### src/hw/rtl/rnf_pkg.sv
// Shared types and constants for the RTP NAL fragmenter.
// No dependencies; imported by the front, queue, back and top modules.
`timescale 1ns / 1ps

package rnf_pkg;

  // RTP header fixed fields
  localparam logic [7:0]  RTP_VERSION   = 8'h80;
  localparam logic [7:0]  RTP_PTYPE     = 8'h60;
  localparam logic [31:0] RTP_SSRC      = 32'hDEADBEEF;

  // FU header construction
  localparam logic [7:0]  FUA_IND_MASK  = 8'hE0;
  localparam logic [7:0]  FUA_TYPE      = 8'd28;
  localparam logic [7:0]  FU265_MASK    = 8'h81;
  localparam logic [7:0]  FU265_TYPE    = 8'd98;   // type 49 shifted into bits 6:1
  localparam logic [7:0]  FU265_LAYER   = 8'h01;
  localparam logic [7:0]  FU_START      = 8'h80;
  localparam logic [7:0]  FU_END        = 8'h40;

  localparam logic [4:0]  AVC_NON_IDR   = 5'd1;
  localparam logic [4:0]  AVC_IDR       = 5'd5;
  localparam logic [5:0]  HEVC_TRAIL    = 6'd1;
  localparam logic [5:0]  HEVC_IDR      = 6'd19;

  // Unit framing
  localparam logic [23:0] PREFIX_LEN    = 24'd4;
  localparam logic [23:0] MIN_LEN       = 24'd5;

  // MTU handling
  localparam logic [11:0] MTU_FLOOR     = 12'd16;
  localparam logic [11:0] MTU_LIMIT     = 12'd4093;
  localparam logic [11:0] MTU_RESET     = 12'd1400;

  // One request from the front to the back: a data byte plus what precedes it.
  typedef struct packed {
    logic [7:0]  data;
    logic        data_last;   // data byte ends its packet
    logic        unsup;       // oversize unit of unhandled type
    logic        hdr;         // RTP header goes ahead of the data byte
    logic        fu;          // FU bytes follow the header
    logic        h265;        // FU uses the two-byte H.265 payload header
    logic [7:0]  fu_ind;
    logic [7:0]  fu_hdr;
    logic [15:0] seq;
  } rnf_req_t;

endpackage

### src/hw/rtl/rnf_front.sv
// Front end: tracks position in each NAL unit, picks single or FU mode and
// turns every accepted byte into at most one request. Depends on rnf_pkg.
`timescale 1ns / 1ps

module rnf_front (
  input  logic            clk_i,
  input  logic            rst_ni,
  input  logic            accept_i,
  input  logic [7:0]      data_byte_i,
  input  logic [23:0]     unit_length_i,
  input  logic [11:0]     mtu_i,
  output logic            req_valid_o,
  output rnf_pkg::rnf_req_t req_o
);
  import rnf_pkg::*;

  localparam logic [1:0] MODE_SINGLE = 2'd0;
  localparam logic [1:0] MODE_FUA    = 2'd1;
  localparam logic [1:0] MODE_FU265  = 2'd2;
  localparam logic [1:0] MODE_UNSUP  = 2'd3;

  logic [23:0] pos_q, pos_d;
  logic [23:0] len_q, len_d;
  logic [15:0] seq_q, seq_d;
  logic [1:0]  mode_q, mode_d;
  logic [7:0]  fuind_q, fuind_d;
  logic [5:0]  utype_q, utype_d;
  logic [11:0] chunk_q, chunk_d;

  logic [11:0] eff_mtu;
  logic [24:0] pos_inc;
  logic        end_byte;
  logic [23:0] size_hdr;
  logic [23:0] size_frag;
  logic [23:0] first_pay;
  logic [11:0] chunk_new;
  logic [4:0]  avc;
  logic [5:0]  hevc;
  logic        req_valid;
  rnf_req_t    req;

  always_comb begin
    if (mtu_i < MTU_FLOOR) begin
      eff_mtu = MTU_FLOOR;
    end else if (mtu_i > MTU_LIMIT) begin
      eff_mtu = MTU_LIMIT;
    end else begin
      eff_mtu = mtu_i;
    end
  end

  always_comb begin
    len_d = len_q;
    if (pos_q == '0) begin
      len_d = (unit_length_i < MIN_LEN) ? MIN_LEN : unit_length_i;
    end
    pos_inc   = {1'b0, pos_q} + 25'd1;
    end_byte  = (pos_inc == {1'b0, len_d});
    pos_d     = (pos_inc >= {1'b0, len_d}) ? '0 : pos_inc[23:0];
    size_hdr  = len_d - PREFIX_LEN;
    size_frag = len_d - pos_q;
    first_pay = (mode_q == MODE_FUA) ? PREFIX_LEN + 24'd1 : PREFIX_LEN + 24'd2;
    avc       = data_byte_i[4:0];
    hevc      = data_byte_i[6:1];

    mode_d    = mode_q;
    fuind_d   = fuind_q;
    utype_d   = utype_q;
    chunk_d   = chunk_q;
    chunk_new = chunk_q;

    req_valid     = 1'b0;
    req.data      = data_byte_i;
    req.data_last = end_byte;
    req.unsup     = 1'b0;
    req.hdr       = 1'b0;
    req.fu        = 1'b0;
    req.h265      = (mode_q == MODE_FU265);
    req.fu_ind    = fuind_q;
    req.fu_hdr    = {2'b00, utype_q};
    req.seq       = seq_q;

    if (pos_q == PREFIX_LEN) begin
      // NAL header byte: decide how the whole unit goes out
      chunk_d = '0;
      if (size_hdr <= {12'd0, eff_mtu}) begin
        mode_d = MODE_SINGLE;
      end else if (avc == AVC_NON_IDR || avc == AVC_IDR) begin
        mode_d  = MODE_FUA;
        fuind_d = (data_byte_i & FUA_IND_MASK) | FUA_TYPE;
        utype_d = {1'b0, avc};
      end else if (hevc == HEVC_TRAIL || hevc == HEVC_IDR) begin
        mode_d  = MODE_FU265;
        fuind_d = (data_byte_i & FU265_MASK) | FU265_TYPE;
        utype_d = hevc;
      end else begin
        mode_d = MODE_UNSUP;
      end
      if (mode_d == MODE_SINGLE || mode_d == MODE_UNSUP) begin
        req_valid = 1'b1;
        req.hdr   = 1'b1;
        req.unsup = (mode_d == MODE_UNSUP);
      end
    end else if (pos_q > PREFIX_LEN) begin
      if (mode_q == MODE_SINGLE || mode_q == MODE_UNSUP) begin
        req_valid = 1'b1;
        req.unsup = (mode_q == MODE_UNSUP);
      end else if (!(mode_q == MODE_FU265 && pos_q == PREFIX_LEN + 24'd1)) begin
        req_valid = 1'b1;
        if (chunk_q == '0) begin
          // fragment start
          req.hdr    = 1'b1;
          req.fu     = 1'b1;
          req.fu_hdr = {2'b00, utype_q}
                     | ((pos_q == first_pay) ? FU_START : 8'h00)
                     | ((size_frag <= {12'd0, eff_mtu}) ? FU_END : 8'h00);
          chunk_new  = (size_frag > {12'd0, eff_mtu}) ? eff_mtu : size_frag[11:0];
        end
        chunk_d       = chunk_new - 12'd1;
        req.data_last = (chunk_d == '0);
      end
    end

    seq_d = (req_valid && req.hdr) ? seq_q + 16'd1 : seq_q;
  end

  always_ff @(posedge clk_i or negedge rst_ni) begin
    if (!rst_ni) begin
      pos_q   <= '0;
      len_q   <= '0;
      seq_q   <= '0;
      mode_q  <= MODE_SINGLE;
      fuind_q <= '0;
      utype_q <= '0;
      chunk_q <= '0;
    end else if (accept_i) begin
      pos_q   <= pos_d;
      len_q   <= len_d;
      seq_q   <= seq_d;
      mode_q  <= mode_d;
      fuind_q <= fuind_d;
      utype_q <= utype_d;
      chunk_q <= chunk_d;
    end
  end

  assign req_valid_o = req_valid;
  assign req_o       = req;

endmodule

### src/hw/rtl/rnf_queue.sv
// Short request queue between front and back ends.
// Depends on rnf_pkg for the request type.
`timescale 1ns / 1ps

module rnf_queue #(
  parameter int Depth = 4
) (
  input  logic              clk_i,
  input  logic              rst_ni,
  input  logic              wr_i,
  input  rnf_pkg::rnf_req_t wr_data_i,
  output logic              full_o,
  input  logic              rd_i,
  output logic              valid_o,
  output rnf_pkg::rnf_req_t rd_data_o
);
  import rnf_pkg::*;

  localparam int PtrW = (Depth > 1) ? $clog2(Depth) : 1;
  localparam int CntW = $clog2(Depth + 1);
  localparam logic [PtrW-1:0] LastPtr = PtrW'(Depth - 1);
  localparam logic [CntW-1:0] FullCnt = CntW'(Depth);

  rnf_req_t        mem_q [Depth];
  logic [PtrW-1:0] wptr_q, rptr_q;
  logic [CntW-1:0] cnt_q;
  logic            do_wr, do_rd;

  assign full_o    = (cnt_q == FullCnt);
  assign valid_o   = (cnt_q != '0);
  assign rd_data_o = mem_q[rptr_q];
  assign do_wr     = wr_i && !full_o;
  assign do_rd     = rd_i && valid_o;

  always_ff @(posedge clk_i) begin
    if (do_wr) begin
      mem_q[wptr_q] <= wr_data_i;
    end
  end

  always_ff @(posedge clk_i or negedge rst_ni) begin
    if (!rst_ni) begin
      wptr_q <= '0;
      rptr_q <= '0;
      cnt_q  <= '0;
    end else begin
      if (do_wr) begin
        wptr_q <= (wptr_q == LastPtr) ? '0 : wptr_q + PtrW'(1);
      end
      if (do_rd) begin
        rptr_q <= (rptr_q == LastPtr) ? '0 : rptr_q + PtrW'(1);
      end
      if (do_wr && !do_rd) begin
        cnt_q <= cnt_q + CntW'(1);
      end else if (do_rd && !do_wr) begin
        cnt_q <= cnt_q - CntW'(1);
      end
    end
  end

endmodule

### src/hw/rtl/rnf_back.sv
// Back end: expands each request into RTP header and FU bytes where flagged, then the data
// byte, one byte per cycle into an output register while it is empty or popped. Depends on rnf_pkg.
`timescale 1ns / 1ps

module rnf_back (
  input  logic              clk_i,
  input  logic              rst_ni,
  input  logic              req_valid_i,
  input  rnf_pkg::rnf_req_t req_i,
  output logic              req_done_o,
  output logic              empty_o,
  input  logic              pop_i,
  output logic [7:0]        out_byte_o,
  output logic              packet_first_o,
  output logic              packet_last_o,
  output logic              run_last_o,
  output logic              oversize_unsupported_o
);
  import rnf_pkg::*;

  // byte slots within one request
  localparam logic [3:0] SLOT_HDR_LAST = 4'd11;
  localparam logic [3:0] SLOT_FU_IND   = 4'd12;
  localparam logic [3:0] SLOT_FU_LAYER = 4'd13;
  localparam logic [3:0] SLOT_FU_HDR   = 4'd14;
  localparam logic [3:0] SLOT_DATA     = 4'd15;

  logic       busy_q, busy_d;
  logic [3:0] slot_q, slot_d;
  logic [3:0] slot;
  logic       step;

  logic       ov_q;
  logic [7:0] ob_q;
  logic       of_q, ol_q, orl_q, ou_q;
  logic [7:0] nb;

  assign step = req_valid_i && (!ov_q || pop_i);
  assign slot = busy_q ? slot_q : (req_i.hdr ? 4'd0 : SLOT_DATA);

  always_comb begin
    case (slot)
      4'd0:          nb = RTP_VERSION;
      4'd1:          nb = RTP_PTYPE;
      4'd2:          nb = req_i.seq[15:8];
      4'd3:          nb = req_i.seq[7:0];
      4'd8:          nb = RTP_SSRC[31:24];
      4'd9:          nb = RTP_SSRC[23:16];
      4'd10:         nb = RTP_SSRC[15:8];
      SLOT_HDR_LAST: nb = RTP_SSRC[7:0];
      SLOT_FU_IND:   nb = req_i.fu_ind;
      SLOT_FU_LAYER: nb = FU265_LAYER;
      SLOT_FU_HDR:   nb = req_i.fu_hdr;
      SLOT_DATA:     nb = req_i.data;
      default:       nb = 8'h00;   // timestamp
    endcase
  end

  always_comb begin
    busy_d = busy_q;
    slot_d = slot_q;
    if (step) begin
      busy_d = (slot != SLOT_DATA);
      if (slot == SLOT_HDR_LAST) begin
        slot_d = req_i.fu ? SLOT_FU_IND : SLOT_DATA;
      end else if (slot == SLOT_FU_IND) begin
        slot_d = req_i.h265 ? SLOT_FU_LAYER : SLOT_FU_HDR;
      end else begin
        slot_d = slot + 4'd1;
      end
    end
  end

  assign req_done_o = step && (slot == SLOT_DATA);

  always_ff @(posedge clk_i or negedge rst_ni) begin
    if (!rst_ni) begin
      busy_q <= 1'b0;
      slot_q <= '0;
      ov_q   <= 1'b0;
    end else begin
      busy_q <= busy_d;
      slot_q <= slot_d;
      if (step) begin
        ov_q <= 1'b1;
      end else if (pop_i) begin
        ov_q <= 1'b0;
      end
    end
  end

  always_ff @(posedge clk_i) begin
    if (step) begin
      ob_q  <= nb;
      of_q  <= (slot == 4'd0);
      ol_q  <= (slot == SLOT_DATA) && req_i.data_last;
      orl_q <= (slot == SLOT_DATA);
      ou_q  <= req_i.unsup;
    end
  end

  assign empty_o                = !ov_q;
  assign out_byte_o             = ob_q;
  assign packet_first_o         = of_q;
  assign packet_last_o          = ol_q;
  assign run_last_o             = orl_q;
  assign oversize_unsupported_o = ou_q;

endmodule

### src/hw/rtl/rtp_nal_fragmenter.sv
// RTP packetizer for H.264/H.265 NAL unit byte streams, FU fragmentation.
// Each request is written into the request queue; the back end registers output bytes.
// Throughput: input takes one byte per cycle while the request queue has room; the back
// end emits one byte per cycle while its output register is empty or popped; a start
// of packet adds the RTP header (and FU bytes), so input stalls once the queue fills.
// Reset: all control state clears; mtu_q returns to 1400.
`timescale 1ns / 1ps

module rtp_nal_fragmenter #(
  parameter int QueueDepth = 4
) (
  input  logic        clk_i,
  input  logic        rst_ni,
  input  logic        push,
  output logic        full,
  input  logic [7:0]  data_byte_i,
  input  logic [23:0] unit_length_i,
  output logic        empty,
  input  logic        pop,
  output logic [7:0]  out_byte_o,
  output logic        packet_first_o,
  output logic        packet_last_o,
  output logic        run_last_o,
  output logic        oversize_unsupported_o,
  input  logic        mtu_we_i,
  input  logic [11:0] mtu_wdata_i
);
  import rnf_pkg::*;

  logic [11:0] mtu_q;
  logic        accept;
  logic        req_valid;
  rnf_req_t    req;
  logic        q_full;
  logic        head_valid;
  rnf_req_t    head;
  logic        head_done;

  always_ff @(posedge clk_i or negedge rst_ni) begin
    if (!rst_ni) begin
      mtu_q <= MTU_RESET;
    end else if (mtu_we_i) begin
      mtu_q <= mtu_wdata_i;
    end
  end

  assign full   = q_full;
  assign accept = push && !q_full;

  rnf_front u_front (
    .clk_i         (clk_i),
    .rst_ni        (rst_ni),
    .accept_i      (accept),
    .data_byte_i   (data_byte_i),
    .unit_length_i (unit_length_i),
    .mtu_i         (mtu_q),
    .req_valid_o   (req_valid),
    .req_o         (req)
  );

  rnf_queue #(
    .Depth (QueueDepth)
  ) u_queue (
    .clk_i     (clk_i),
    .rst_ni    (rst_ni),
    .wr_i      (accept && req_valid),
    .wr_data_i (req),
    .full_o    (q_full),
    .rd_i      (head_done),
    .valid_o   (head_valid),
    .rd_data_o (head)
  );

  rnf_back u_back (
    .clk_i                  (clk_i),
    .rst_ni                 (rst_ni),
    .req_valid_i            (head_valid),
    .req_i                  (head),
    .req_done_o             (head_done),
    .empty_o                (empty),
    .pop_i                  (pop),
    .out_byte_o             (out_byte_o),
    .packet_first_o         (packet_first_o),
    .packet_last_o          (packet_last_o),
    .run_last_o             (run_last_o),
    .oversize_unsupported_o (oversize_unsupported_o)
  );

endmodule

### config.mk
export PLATFORM = sky130hd
export DESIGN_NAME = rtp_nal_fragmenter
export DESIGN_NICKNAME = d
export VERILOG_FILES = /design/src/hw/rtl/rnf_pkg.sv /design/src/hw/rtl/rnf_front.sv /design/src/hw/rtl/rnf_queue.sv /design/src/hw/rtl/rnf_back.sv /design/src/hw/rtl/rtp_nal_fragmenter.sv
export SDC_FILE = /design/constraint.sdc
export NUM_CORES = 1
export LEC_CHECK = 0
export BUFFER_PORTS_ARGS = -buffer_cell sky130_fd_sc_hd__buf_2
export CORE_MARGIN = 2
export CORE_UTILIZATION = 63
export CTS_BUF_LIST = sky130_fd_sc_hd__clkbuf_2
export DETAILED_ROUTE_END_ITERATION = 7
export GPL_TIMING_DRIVEN = 0
export HOLD_SLACK_MARGIN = 0.15
export PLACE_DENSITY = 0.81
export SYNTH_ARGS = -nofsm -noshare
export SYNTH_HDL_FRONTEND = slang
export SYNTH_SLANG_ARGS = --single-unit
### constraint.sdc
create_clock -name clk_i -period 9.7 [get_ports clk_i]
set_input_delay 0.485 -clock clk_i [delete_from_list [all_inputs] [get_ports clk_i]]
set_output_delay 0.485 -clock clk_i [all_outputs]
set_load 0.01 [all_outputs]
== Yosys cells after proc, flatten, opt, wreduce, memory -nomap -nowiden ==
Memories as Yosys holds them, arrays and structs flattened.
Index checks and enable logic that the tools add are counted.

* Add/subtract/negate cells: 10
* Magnitude comparators: 8
* Equal/unequal tests: 29
* Multiplexer cells: 62
* Bitwise gates (word level): 3
* Reduce and logical (&&, ||, !) cells: 35

{| class="wikitable"
|+ Operators by type and width
! cell !! count
|-
| two-way mux 12 bit || 12
|-
| case mux 8 bit (12 select lines) || 1
|-
| two-way mux 24 bit || 3
|-
| two-way mux 8 bit || 8
|-
| equality test 24 x 3 -> 1 bit, second input constant || 2
|-
| <= comparator 24 x 12 -> 1 bit || 2
|-
| equality test 4 bit, second input constant || 8
|-
| two-way mux 2 bit || 13
|-
| adder 24 x 1 -> 25 bit, second input constant || 1
|-
| equality test 25 x 24 -> 1 bit || 1
|-
| >= comparator 25 x 24 -> 1 bit || 1
|-
| equality test 24 bit || 1
|-
| > comparator 24 x 12 -> 1 bit || 1
|-
| > comparator 24 x 3 -> 1 bit, second input constant || 1
|-
| logical NOT 12 bit || 2
|-
| logical NOT 24 bit || 1
|-
| less-than comparator 24 x 3 -> 1 bit, second input constant || 1
|-
| subtractor 24 bit || 1
|-
| subtractor 24 x 3 -> 24 bit, second input constant || 1
|-
| two-way mux 4 bit || 5
|-
| adder 16 x 1 -> 16 bit, second input constant || 1
|-
| two-way mux 1 bit || 15
|-
| > comparator 12 bit, second input constant || 1
|-
| less-than comparator 12 x 5 -> 1 bit, second input constant || 1
|-
| 31 further kinds || 63
|}

* Register bits: 129
* RAM bits: 180
* Input port bits: 49
* Output and inout bits: 14
* Logic and storage cells: 167
* Memories: 1

{| class="wikitable"
|+ Memory list
! name !! depth !! bits a word !! rd ports !! clocked after Yosys merged registers in !! write ports !! RTL line !! RTL
|-
| u_queue.mem_q || 4 || 45 || 1 || 0 || 1 || rnf_queue.sv:24 || <nowiki>rnf_req_t mem_q [Depth];</nowiki>
|}

== Longest topological paths before layout ==
Gate-level depths: netlist of the first run.

* Depth in word-level cells: 19
* Mapped depth: 33
* Depth with buffers taken out: 32

== By module ==
Synthesis of the first run repeated with hierarchy kept, for this count alone.

* Cell total of the unflattened synthesis: 1410
* Area, all modules: 16896.2 µm²

{| class="wikitable"
|+ By module, submodules not included
! module !! instances !! cells each !! area an instance (µm²) !! sequential area each (µm²)
|-
| rnf_front || 1 || 991 || 8210.4 || 2252.2
|-
| rnf_queue || 1 || 272 || 6944.2 || 5580.4
|-
| rnf_back || 1 || 120 || 1234.9 || 510.5
|-
| rtp_nal_fragmenter || 1 || 27 || 506.7 || 307.8
|}

== Least setup slack after synthesis of the first run ==
No wires, ideal clock.

* Path type: flip-flop to flip-flop
* From: register u_front.pos_q[1]
* To: memory u_queue.mem_q[0][36] in the netlist's numbering, data pin
* Library setup time: 0.265 ns
* Arrival: 7.765 ns
* Required time: 9.435 ns
* Path slack: 1.669 ns
* Stages on the path, launching flop included: 32
* Buffers on the path: 2
* Clock period less this slack: 8.031 ns
* Cells stage by stage: dfrtp_1 -> inv_1 -> ha_1 -> inv_1 -> nor4_4 -> clkbuf_1 -> buf_1 -> mux2i_1 -> inv_1 -> ha_1 -> a21o_1 -> a311o_1 -> a21o_1 -> a21oi_1 -> o21bai_1 -> a211oi_1 -> nor2_1 -> ha_1 -> nand4_1 -> or3_1 -> o311a_1 -> or4_1 -> a211o_1 -> nor4_2 -> mux2i_1 -> nor2_1 -> ha_1 -> nor3b_1 -> nand3_1 -> nand3b_1 -> xnor2_1 -> a41o_1

{| class="wikitable"
|+ RTL lines
! item !! RTL line !! RTL
|-
| start, declared || rnf_front.sv:22 || <nowiki>logic [23:0] pos_q, pos_d;</nowiki>
|-
| start signal, assigned || rnf_front.sv:137 || <nowiki>pos_q <= pos_d;</nowiki>
|-
| end, declared || rnf_queue.sv:24 ||
|}

==> results of run 1 <==
cell usage in the layout (no fill, tap or decap), types with 6 or more instances in the layout:
cell and count:
a211oi_1 9, a21o_1 18, a21oi_1 72, a22o_1 12
a32o_1 22, and2_1 10, and3_1 15, buf_2 63
clkbuf_1 48, clkbuf_2 102, clkinv_1 30, dfrtp_1 109
dfstp_2 6, dlygate4sd3_1 50, edfxtp_1 184, ha_1 92
inv_1 96, mux2_2 10, mux2i_1 35, mux4_2 40
nand2_1 126, nand3_1 39, nand4_1 27, nor2_1 66
nor2b_1 13, nor3_1 33, nor4_1 12, o211ai_1 8
o21a_1 16, o21ai_0 85, o21ai_1 7, o21bai_1 6
o22ai_1 6, or3_1 7, or4_1 6, xnor2_1 55
xor2_1 15
area by class of cell:
type	instances	area share
repair buffers	117	0.0517
multi-input cells	940	0.391
clock buffers	101	0.0278
plain buffers	56	0.0118
clock inverters	41	0.0117
flip-flops and latches	299	0.463
inverters	97	0.0200
well taps	330	0.0227
diodes	1	0.000138
per-stage QoR:
step / area, um^2 / util
final: 18200 / 0.724
after global routing: 18200 / 0.724
after CTS: 18200 / 0.723
after detailed placement: 16900 / 0.674
after global placement: 16800 / 0.669
after floorplan: 16100 / -
registers in the layout, summed over array words and instances (netlist names):
signal and flops:
u_front.chunk_q 12, u_back.out_byte_o 8, u_back.packet_first_o 1, u_front.fuind_q 6
u_front.len_q 24, u_front.pos_q 24, u_front.utype_q 6, mtu_q 12
u_queue.cnt_q 3, u_queue.mem_q 172, u_back.oversize_unsupported_o 1, u_back.busy_q 1
u_back.packet_last_o 1, u_back.slot_q 4, u_front.seq_q 16, u_back.ov_q 1
u_front.mode_q 2, u_back.run_last_o 1, u_queue.rptr_q 2, u_queue.wptr_q 2
per-layer routing:
layer  vias up  global-route usage  share of wire
met5         -                   0              0
met4         0               0.142          0.042
met3       122              0.0578          0.067
met2       575               0.523           0.49
met1      5870               0.388           0.40
li1       5647                   -              -
critical path: cells and delay by family, from the launching register on:
| kind | cells | cell delay, ns |
|---|---|---|
| simple gates | 11 | 3.64 |
| compound gates | 10 | 2.54 |
| buf+inv | 4 | 1.08 |
| mux | 1 | 0.52 |
| fa+ha+maj | 2 | 0.52 |
| flops | 1 | 0.44 |
| xor+xnor | 1 | 0.29 |
final timing paths:
check                                              start                              to  slack, ns  depth (start not counted)
setup / recovery           u_front.pos_q[18]$_DFFE_PN0P_  u_queue.mem_q[0][36]$_DFFE_PP_       0.51                         29
min in group asynchronous                         rst_ni           mtu_q[10]$_DFFE_PN1P_       0.72                          3
max in group asynchronous                         rst_ni  u_front.fuind_q[0]$_DFFE_PN0P_       8.49                          4
hold / removal                         unit_length_i[10]   u_front.len_q[10]$_DFFE_PN0P_       0.21                          3
setup reg to reg           u_front.pos_q[18]$_DFFE_PN0P_  u_queue.mem_q[0][36]$_DFFE_PP_       0.51                         29
hold reg to reg             u_front.len_q[1]$_DFFE_PN0P_    u_front.len_q[1]$_DFFE_PN0P_       0.49                          2
where the power goes:
group | leakage, nW | total (mW) | internal [mW] | switching, mW
logic | 3.71 | 3.44 | 1.35 | 2.08
clock network | 0.512 | 0.852 | 0.323 | 0.530
registers | 3.16 | 1.83 | 1.67 | 0.155
logic make-up (layout without fill, tap and decap cells):
logic type      after synthesis  in the layout  share of synthesized area
simple gates                380            380                      0.116
compound gates              311            311                      0.128
flops                       299            299                      0.523
buf+inv                     153            412                     0.0359
fa+ha+maj                    94             94                     0.0741
mux                          85             85                     0.0848
xor+xnor                     70             70                     0.0381
other cells                   0              1                          0
what timing repair did:
item	in CTS	in global routing
setup endpoints to repair	4	7
hold buffers	51	0
pin swaps	0	0
hold endpoints to repair	186	0
gates resized for setup	1	4
==> impl_metrics.toml, run 1 <==
[clock_network]
cts_sinks = 299
cts_inserted_buffers = 76
clk-insertion-delay-late_ns = 0.87
clk_pin_slew_ns = 0.10
cts_setup_buffers = 0
cts_tree = "yes"
cts_root_buf = "clkbuf_2"
cts_max_level = 3
clk_path_buf_depth = 3

[routing]
avgViaCountPerCell = 6.16
antenna_left = 0
firstDrtPassIters = 8
wl_um = 40400
wl_per_cell_um = 20.4
drt_iter0_markers = 1243
num_vias = 12200
drc = 0

[placement]
numPortBuffers = 61
dp_slack_ns = -0.173
placedCellCount = 1788
gp_congestion = 0.960
hpwl_um = 28400

[yosys]
synth_area_mm2 = 0.0161
syn-instance-count = 1392
synth_edf_count = 184
ys_ff_latch = 299
synth_ff_type = "edfxtp_1"
synth_area_per_cell_um2 = 11.5
ys_seq_area_frac = 0.523
synth_top_cell_by_area = "edfxtp_1"
yosys.cell_count.top_type = "edfxtp_1"
synth_fp_nets = 1535
ys_types = 71
synth-async-reset-ratio = 0.385
synthTopCellsByArea = "edfxtp_1 34%, dfrtp_1 17%, ha_1 7.2%, mux4_2 5.6%, xnor2_1 3.0%"
yosys.area.top_type_share = 0.344
yosys-top-cells-count = "184 x edfxtp_1, 126 x nand2_1, 109 x dfrtp_1"
yosysWarnings = 0

[final_layout]
syn2layout_area_growth_pct = 13.0
layout-drive-gt1-share = 0.153
multi_input_area_mm2 = 0.00711
layout.nets = 1730
fin_cells = 1982
seqCellArea_mm2 = 0.00841
final.fill_count = 1763

[sta]
rsz0062_at_grt = "false"
setup_tns_ns = 0
setup_ws_ns = 0.507
slew_violations = 0
finalCritPeriodShare = 0.948
finalCriticalPeriod_ns = 9.19
hold_viol = 0
fmax_mhz = 109
setup_viol = 0
maxSlewHeadroom = 0.279
whs_ns = 0.205
tightestPinTransition_ns = 1.08
skew_ns = 0.0735

[setup_path]
worstSetupPathType = "reg -> reg"
required_ns = 10.40
cp.arrival_ns = 9.89
end_kind = "register"
startpoint_type = "register"
slowest_delay_ns = 0.59
critical_path.max_fanout = 10
crit_slowest_cell = "nor4_4"

[min_path]
hp-class = "in -> reg"

[run_status]
status = "complete, no violations"

[floorplanning]
die_h_um = 164
rows = 58
initial_core_util = 0.640
ios = 63
core_mm2 = 0.0251
die_area_mm2 = 0.0268
die_x_um = 164

[grt]
grt_antenna_before_repair = 1
grt_max_degree = 81
grt_pass1_wl_um = 63400
grt_pass1_vias = 12200
grt_usage = 0.309
grt-ovfl-total = 0

[job]
cap_violations = 0

[pwr]
powerDensity_mw_per_mm2 = 337
ir_drop_v = 0.000277
fin_total_pwr_mw = 6.12
leakage_nw = 7.39
No activity file was read; power rests on OpenSTA's default activity.
==> run 2, diff against run 1 <==
- clock period: 9.7 -> 8.9 ns (I/O delays scaled with it)
==> run 2 against run 1 <==
Compared with the run above:
- register-to-register slack lost 0.08 ns
- design area grew 0.75%
- global-route usage is essentially flat
- worst setup slack lost 0.081 ns
- via count grew 1.2%
- maximum frequency grew 8.5%
- critical path depth grew 1
- total power grew 9.8%
- critical path type unchanged
- critical endpoint unchanged
==> impl_metrics.toml, run 2 (same netlist as run 1, synthesis figures left out) <==
[pwr]
ir_drop_v = 0.000304
fin_total_pwr_mw = 6.72
powerDensity_mw_per_mm2 = 367
leakage_nw = 7.43

[clock_network]
cts_tree = "yes"
cts_max_level = 3
cts_inserted_buffers = 76
cts_root_buf = "clkbuf_2"
cts_sinks = 299
clk-insertion-delay-late_ns = 0.87
clk_path_buf_depth = 3
clk_pin_slew_ns = 0.10

[final_layout]
syn2layout_area_growth_pct = 13.9
largestRegisters = "u_queue.mem_q x172, u_front.len_q x24, u_front.pos_q x24"
final_cell_mix = "184 x edfxtp_1, 126 x nand2_1, 109 x dfrtp_1"
layout-drive-gt1-share = 0.159
final_common_cell = "edfxtp_1"
layout.nets = 1738
final_cell_area_mm2 = 0.0183
largest_register_ff_count = 172
regMostFlops = "u_queue.mem_q"
final.fill_count = 1735

[setup_path]
critical_path.max_fanout = 10
cp.arrival_ns = 9.18
timing.rr.end = "u_queue.mem_q[0][36]$_DFFE_PP_"
regToRegSetupSlack_ns = 0.43
startpoint_type = "register"
end_kind = "register"
crit_slowest_cell = "or4_1"
reg2reg_from = "u_front.pos_q[18]$_DFFE_PN0P_"
required_ns = 9.61
rr_worst_depth = 30
worstSetupPathType = "reg -> reg"
slowest_delay_ns = 0.55

[sta]
rsz0062_at_grt = "false"
fmax_mhz = 118
finalCriticalPeriod_ns = 8.47
setup_tns_ns = 0
hold_viol = 0
tightestPinTransition_ns = 1.07
setup_viol = 0
maxSlewHeadroom = 0.289
whs_ns = 0.194
finalCritPeriodShare = 0.952
skew_ns = 0.0572
slew_violations = 0

[placement]
numPortBuffers = 61
hpwl_um = 28400
dpl_cell_area_mm2 = 0.0169
gp_congestion = 0.960

[floorplanning]
die_area_mm2 = 0.0268
die_x_um = 164
ios = 63
core_mm2 = 0.0251
die_h_um = 164
rows = 58
initial_core_util = 0.640

[min_path]
hp-class = "in -> reg"
min_delay_path_depth = 5
hold_start = "unit_length_i[2]"
timing.hold.worst_endpoint = "u_front.len_q[2]$_DFFE_PN0P_"

[grt]
grt-ovfl-total = 0
grt_pass1_wl_um = 63400
grt_pass1_vias = 12200
grt_antenna_before_repair = 1
grt_max_degree = 81
grt_usage = 0.309

[routing]
num_vias = 12400
antenna_left = 0
firstDrtPassIters = 6
drc = 0
avgViaCountPerCell = 6.21
wl_um = 40600
drt_iter0_markers = 1147
wl_per_cell_um = 20.4

[run_status]
status = "complete, no violations"

[job]
cap_violations = 0
[run 2: critical path: cells and delay by family, from the launching register on]
family | cells | cell delay (ns)
AND/OR/NAND/NOR | 11 | 3.15
XOR/XNOR | 1 | 0.29
buffers and inverters | 5 | 1.06
adder cells (fa/ha/maj) | 2 | 0.50
multiplexers | 1 | 0.35
flip-flops | 1 | 0.45
AO/OA/AOI/OAI | 10 | 2.52
[run 2: where the power goes]
group          leakage [nW]  switching (mW)  internal, mW
combinational          3.76            2.29          1.50
sequential             3.16           0.174          1.82
clock                 0.512           0.580         0.351
total                  7.43            3.04          3.68
[run 2: worst max path at each step]
| stage | from | endpoint | slack, ns | depth (start not counted) |
|---|---|---|---|---|
| 2_1_floorplan | u_front.pos_q[1]$_DFFE_PN0P_ | u_queue.mem_q[0][36]$_DFFE_PP_ | 0.87 | 31 |
| 5_1_grt | u_front.pos_q[0]$_DFFE_PN0P_ | u_queue.mem_q[2][36]$_DFFE_PP_ | 0.03 | 30 |
| 3_3_place_gp | u_front.pos_q[18]$_DFFE_PN0P_ | u_queue.mem_q[1][36]$_DFFE_PP_ | -0.77 | 30 |
| 6_report | u_front.pos_q[18]$_DFFE_PN0P_ | u_queue.mem_q[0][36]$_DFFE_PP_ | 0.43 | 30 |
| 3_5_place_dp | u_front.pos_q[18]$_DFFE_PN0P_ | u_queue.mem_q[1][36]$_DFFE_PP_ | -0.97 | 30 |
| 4_1_cts | u_front.pos_q[18]$_DFFE_PN0P_ | u_queue.mem_q[0][36]$_DFFE_PP_ | 0.005 | 29 |
[run 2: cell type report]
class                      instances  area [um^2]  area share
clock buffer                     101          505      0.0276
sequential                       299         8410       0.459
clock inverter                    41          213      0.0116
multi-input combinational        940         7170       0.392
tap                              330          413      0.0226
buffer                            56          220      0.0120
timing repair buffer             125         1010      0.0552
antenna                            1         2.50    0.000137
inverter                          97          364      0.0199
[run 2: routing by layer]
| layer | vias to the layer above | wire (um) | track usage |
|---|---|---|---|
| met1 | 5946 | 16200 | 0.387 |
| met4 | 0 | 1650 | 0.143 |
| met2 | 621 | 19900 | 0.523 |
| met5 | - | 0 | 0 |
| met3 | 129 | 2880 | 0.0593 |
| li1 | 5667 | - | - |
[run 2: repair_timing]
action | 4_1_cts | 5_1_grt
setup endpoints to repair | 12 | 9
endpoints found under the hold margin | 192 | 0
resized for setup | 5 | 13
buffers inserted | 1 | 3
hold buffers | 55 | 0
pin swaps | 1 | 2
[run 2: stage by stage]
stage | util | std cells | setup WS, ns
2_1_floorplan | - | 1392 | 0.869
3_5_place_dp | 0.674 | 1788 | -0.973
3_3_place_gp | 0.669 | 1783 | -0.771
5_1_grt | 0.729 | 1990 | 0.0271
4_1_cts | 0.726 | 1986 | 0.00520
6_report | 0.729 | 1990 | 0.426
==> run 3, diff against run 2 <==
- CORE_UTILIZATION: 63 -> 35
- PLACE_DENSITY: 0.81 -> default
- clock period: 8.9 -> 7.48 ns (I/O delays scaled with it)
==> run 3 against run 2 <==
Compared with the run above:
- cell count increased by 17%
- highest routed layer unchanged
- non-clock buffer count grew 74
- critical endpoint is now u_queue.mem_q[1][36]$_DFFE_PP_
- largest cell class unchanged
- worst hold slack gained 0.060 ns
==> impl_metrics.toml, run 3 (same netlist as run 1, synthesis figures left out) <==
[final_layout]
final_cell_mix = "184 x edfxtp_1, 125 x nand2_1, 117 x clkbuf_2"
regMostFlops = "u_queue.mem_q"
syn2layout_area_growth_pct = 22.9
largestRegisters = "u_queue.mem_q x172, u_front.len_q x24, u_front.pos_q x24"
layout-drive-gt1-share = 0.217
largest_register_ff_count = 172
layout.nets = 1811
final_common_cell = "edfxtp_1"

[setup_path]
rr_worst_depth = 31
end_kind = "register"
regToRegSetupSlack_ns = 0.06
required_ns = 8.19
timing.rr.end = "u_queue.mem_q[1][36]$_DFFE_PP_"
reg2reg_from = "u_front.pos_q[18]$_DFFE_PN0P_"
critical_path.max_fanout = 7
worstSetupPathType = "reg -> reg"
crit_slowest_cell = "or4_4"
slowest_delay_ns = 0.45
startpoint_type = "register"
cp.arrival_ns = 8.13

[job]
cap_violations = 0

[routing]
wl_per_cell_um = 19.1
wl_um = 44400
num_vias = 12400
drc = 0
drt_iter0_markers = 949
antenna_left = 0
avgViaCountPerCell = 5.31
firstDrtPassIters = 5

[pwr]
ir_drop_v = 0.000232
fin_total_pwr_mw = 8.76
leakage_nw = 7.92
powerDensity_mw_per_mm2 = 443

[clock_network]
clk-insertion-delay-late_ns = 0.95
clk_pin_slew_ns = 0.13
clk_path_buf_depth = 3
cts_tree = "yes"
cts_sinks = 299
cts_root_buf = "clkbuf_2"
cts_max_level = 3
cts_inserted_buffers = 75

[sta]
setup_viol = 0
tightestPinTransition_ns = 1.16
skew_ns = 0.0823
rsz0062_at_grt = "true"
hold_viol = 0
maxSlewHeadroom = 0.217
finalCriticalPeriod_ns = 7.42
slew_violations = 0
fmax_mhz = 135
finalCritPeriodShare = 0.992
setup_tns_ns = 0

[grt]
grt_pass1_wl_um = 69200
grt_pass1_vias = 12600
grt_max_degree = 66
grt_usage = 0.188
grt-ovfl-total = 0
grt_antenna_before_repair = 1

[run_status]
status = "complete, no violations"

[placement]
hpwl_um = 30500
gp_congestion = 0.878
numPortBuffers = 61

[floorplanning]
die_area_mm2 = 0.0477
core_mm2 = 0.0454
ios = 63
rows = 78
die_h_um = 218
initial_core_util = 0.354
die_x_um = 218

[min_path]
hp-class = "in -> reg"
min_delay_path_depth = 2
timing.hold.worst_endpoint = "u_queue.mem_q[1][37]$_DFFE_PP_"
hold_start = "data_byte_i[0]"
## run 3: cell count changes in the layout (fill, tap and decap cells not counted), moves of 6 or more
cell	before	now
inv_1	96	90
ha_1	92	85
dfrtp_2	0	8
buf_4	4	49
clkinv_1	30	13
dfrtp_1	109	101
clkbuf_2	101	117
inv_2	0	6
dlygate4sd3_1	54	80
## run 3: worst max path at each step
stage	start	to	slack [ns]	cells after the start
after global routing	u_front.pos_q[18]$_DFFE_PN0P_	u_queue.mem_q[1][36]$_DFFE_PP_	-0.21	31
after global placement	u_front.pos_q[6]$_DFFE_PN0P_	u_queue.mem_q[0][43]$_DFFE_PP_	-1.60	21
after floorplan	u_front.pos_q[16]$_DFFE_PN0P_	u_queue.mem_q[0][36]$_DFFE_PP_	0.001	29
after CTS	u_front.pos_q[23]$_DFFE_PN0P_	u_queue.mem_q[1][36]$_DFFE_PP_	0.03	32
final	u_front.pos_q[18]$_DFFE_PN0P_	u_queue.mem_q[1][36]$_DFFE_PP_	0.06	31
after detailed placement	u_front.pos_q[6]$_DFFE_PN0P_	u_queue.mem_q[1][36]$_DFFE_PP_	-1.58	27
## run 3: through the flow
step           cell area, um^2  utilization  hold WS [ns]  worst slack, ns  instances
2_1_floorplan            16100            -        0.0784          0.00141       1392
3_3_place_gp             17200        0.378         0.460            -1.60       2053
3_5_place_dp             17300        0.381         0.371            -1.58       2058
4_1_cts                  19600        0.432         0.151           0.0340       2317
5_1_grt                  19800        0.435         0.157           -0.211       2328
6_report                 19800        0.435         0.254           0.0583       2328
## run 3: routing by layer
layer / part of all wire / global-route usage / wire [um] / vias up
met4: 0.025 / 0.0651 / 1100 / 0
met1: 0.44 / 0.247 / 19700 / 6169
met3: 0.049 / 0.0348 / 2170 / 69
li1: - / - / - / 5802
met5: 0 / 0 / 0 / -
met2: 0.48 / 0.310 / 21400 / 332
## run 3: repair_timing
action / CTS / global route
endpoints found under the setup margin: 209 / 61
pin swaps: 25 / 17
gates resized for setup: 78 / 19
hold buffers: 81 / 0
setup buffers: 42 / 12
endpoints found under the hold margin: 212 / 0
## run 3: worst max-delay path: cells and delay by family, from the launching register on
family | cells | cell delay (ns)
AOI/OAI and AO/OA | 11 | 2.34
buffers and inverters | 7 | 0.88
adders and majority gates | 2 | 0.47
and+or+nand+nor | 10 | 2.81
DFF | 1 | 0.44
muxes | 1 | 0.23
## run 3: power breakdown
part	internal (mW)	total (mW)	switching [mW]
registers	2.17	2.36	0.193
logic	2.15	5.12	2.98
clock network	0.586	1.27	0.686
## run 3: cell type report
type	count	area [um^2]
Fill cell	4292	25600
Sequential cell	299	8420
Multi-Input combinational cell	940	7500
Timing Repair Buffer	201	1670
Tap cell	600	751
Clock buffer	116	581
Inverter	97	364
Buffer	54	243
Clock inverter	20	221
Antenna cell	1	2.50
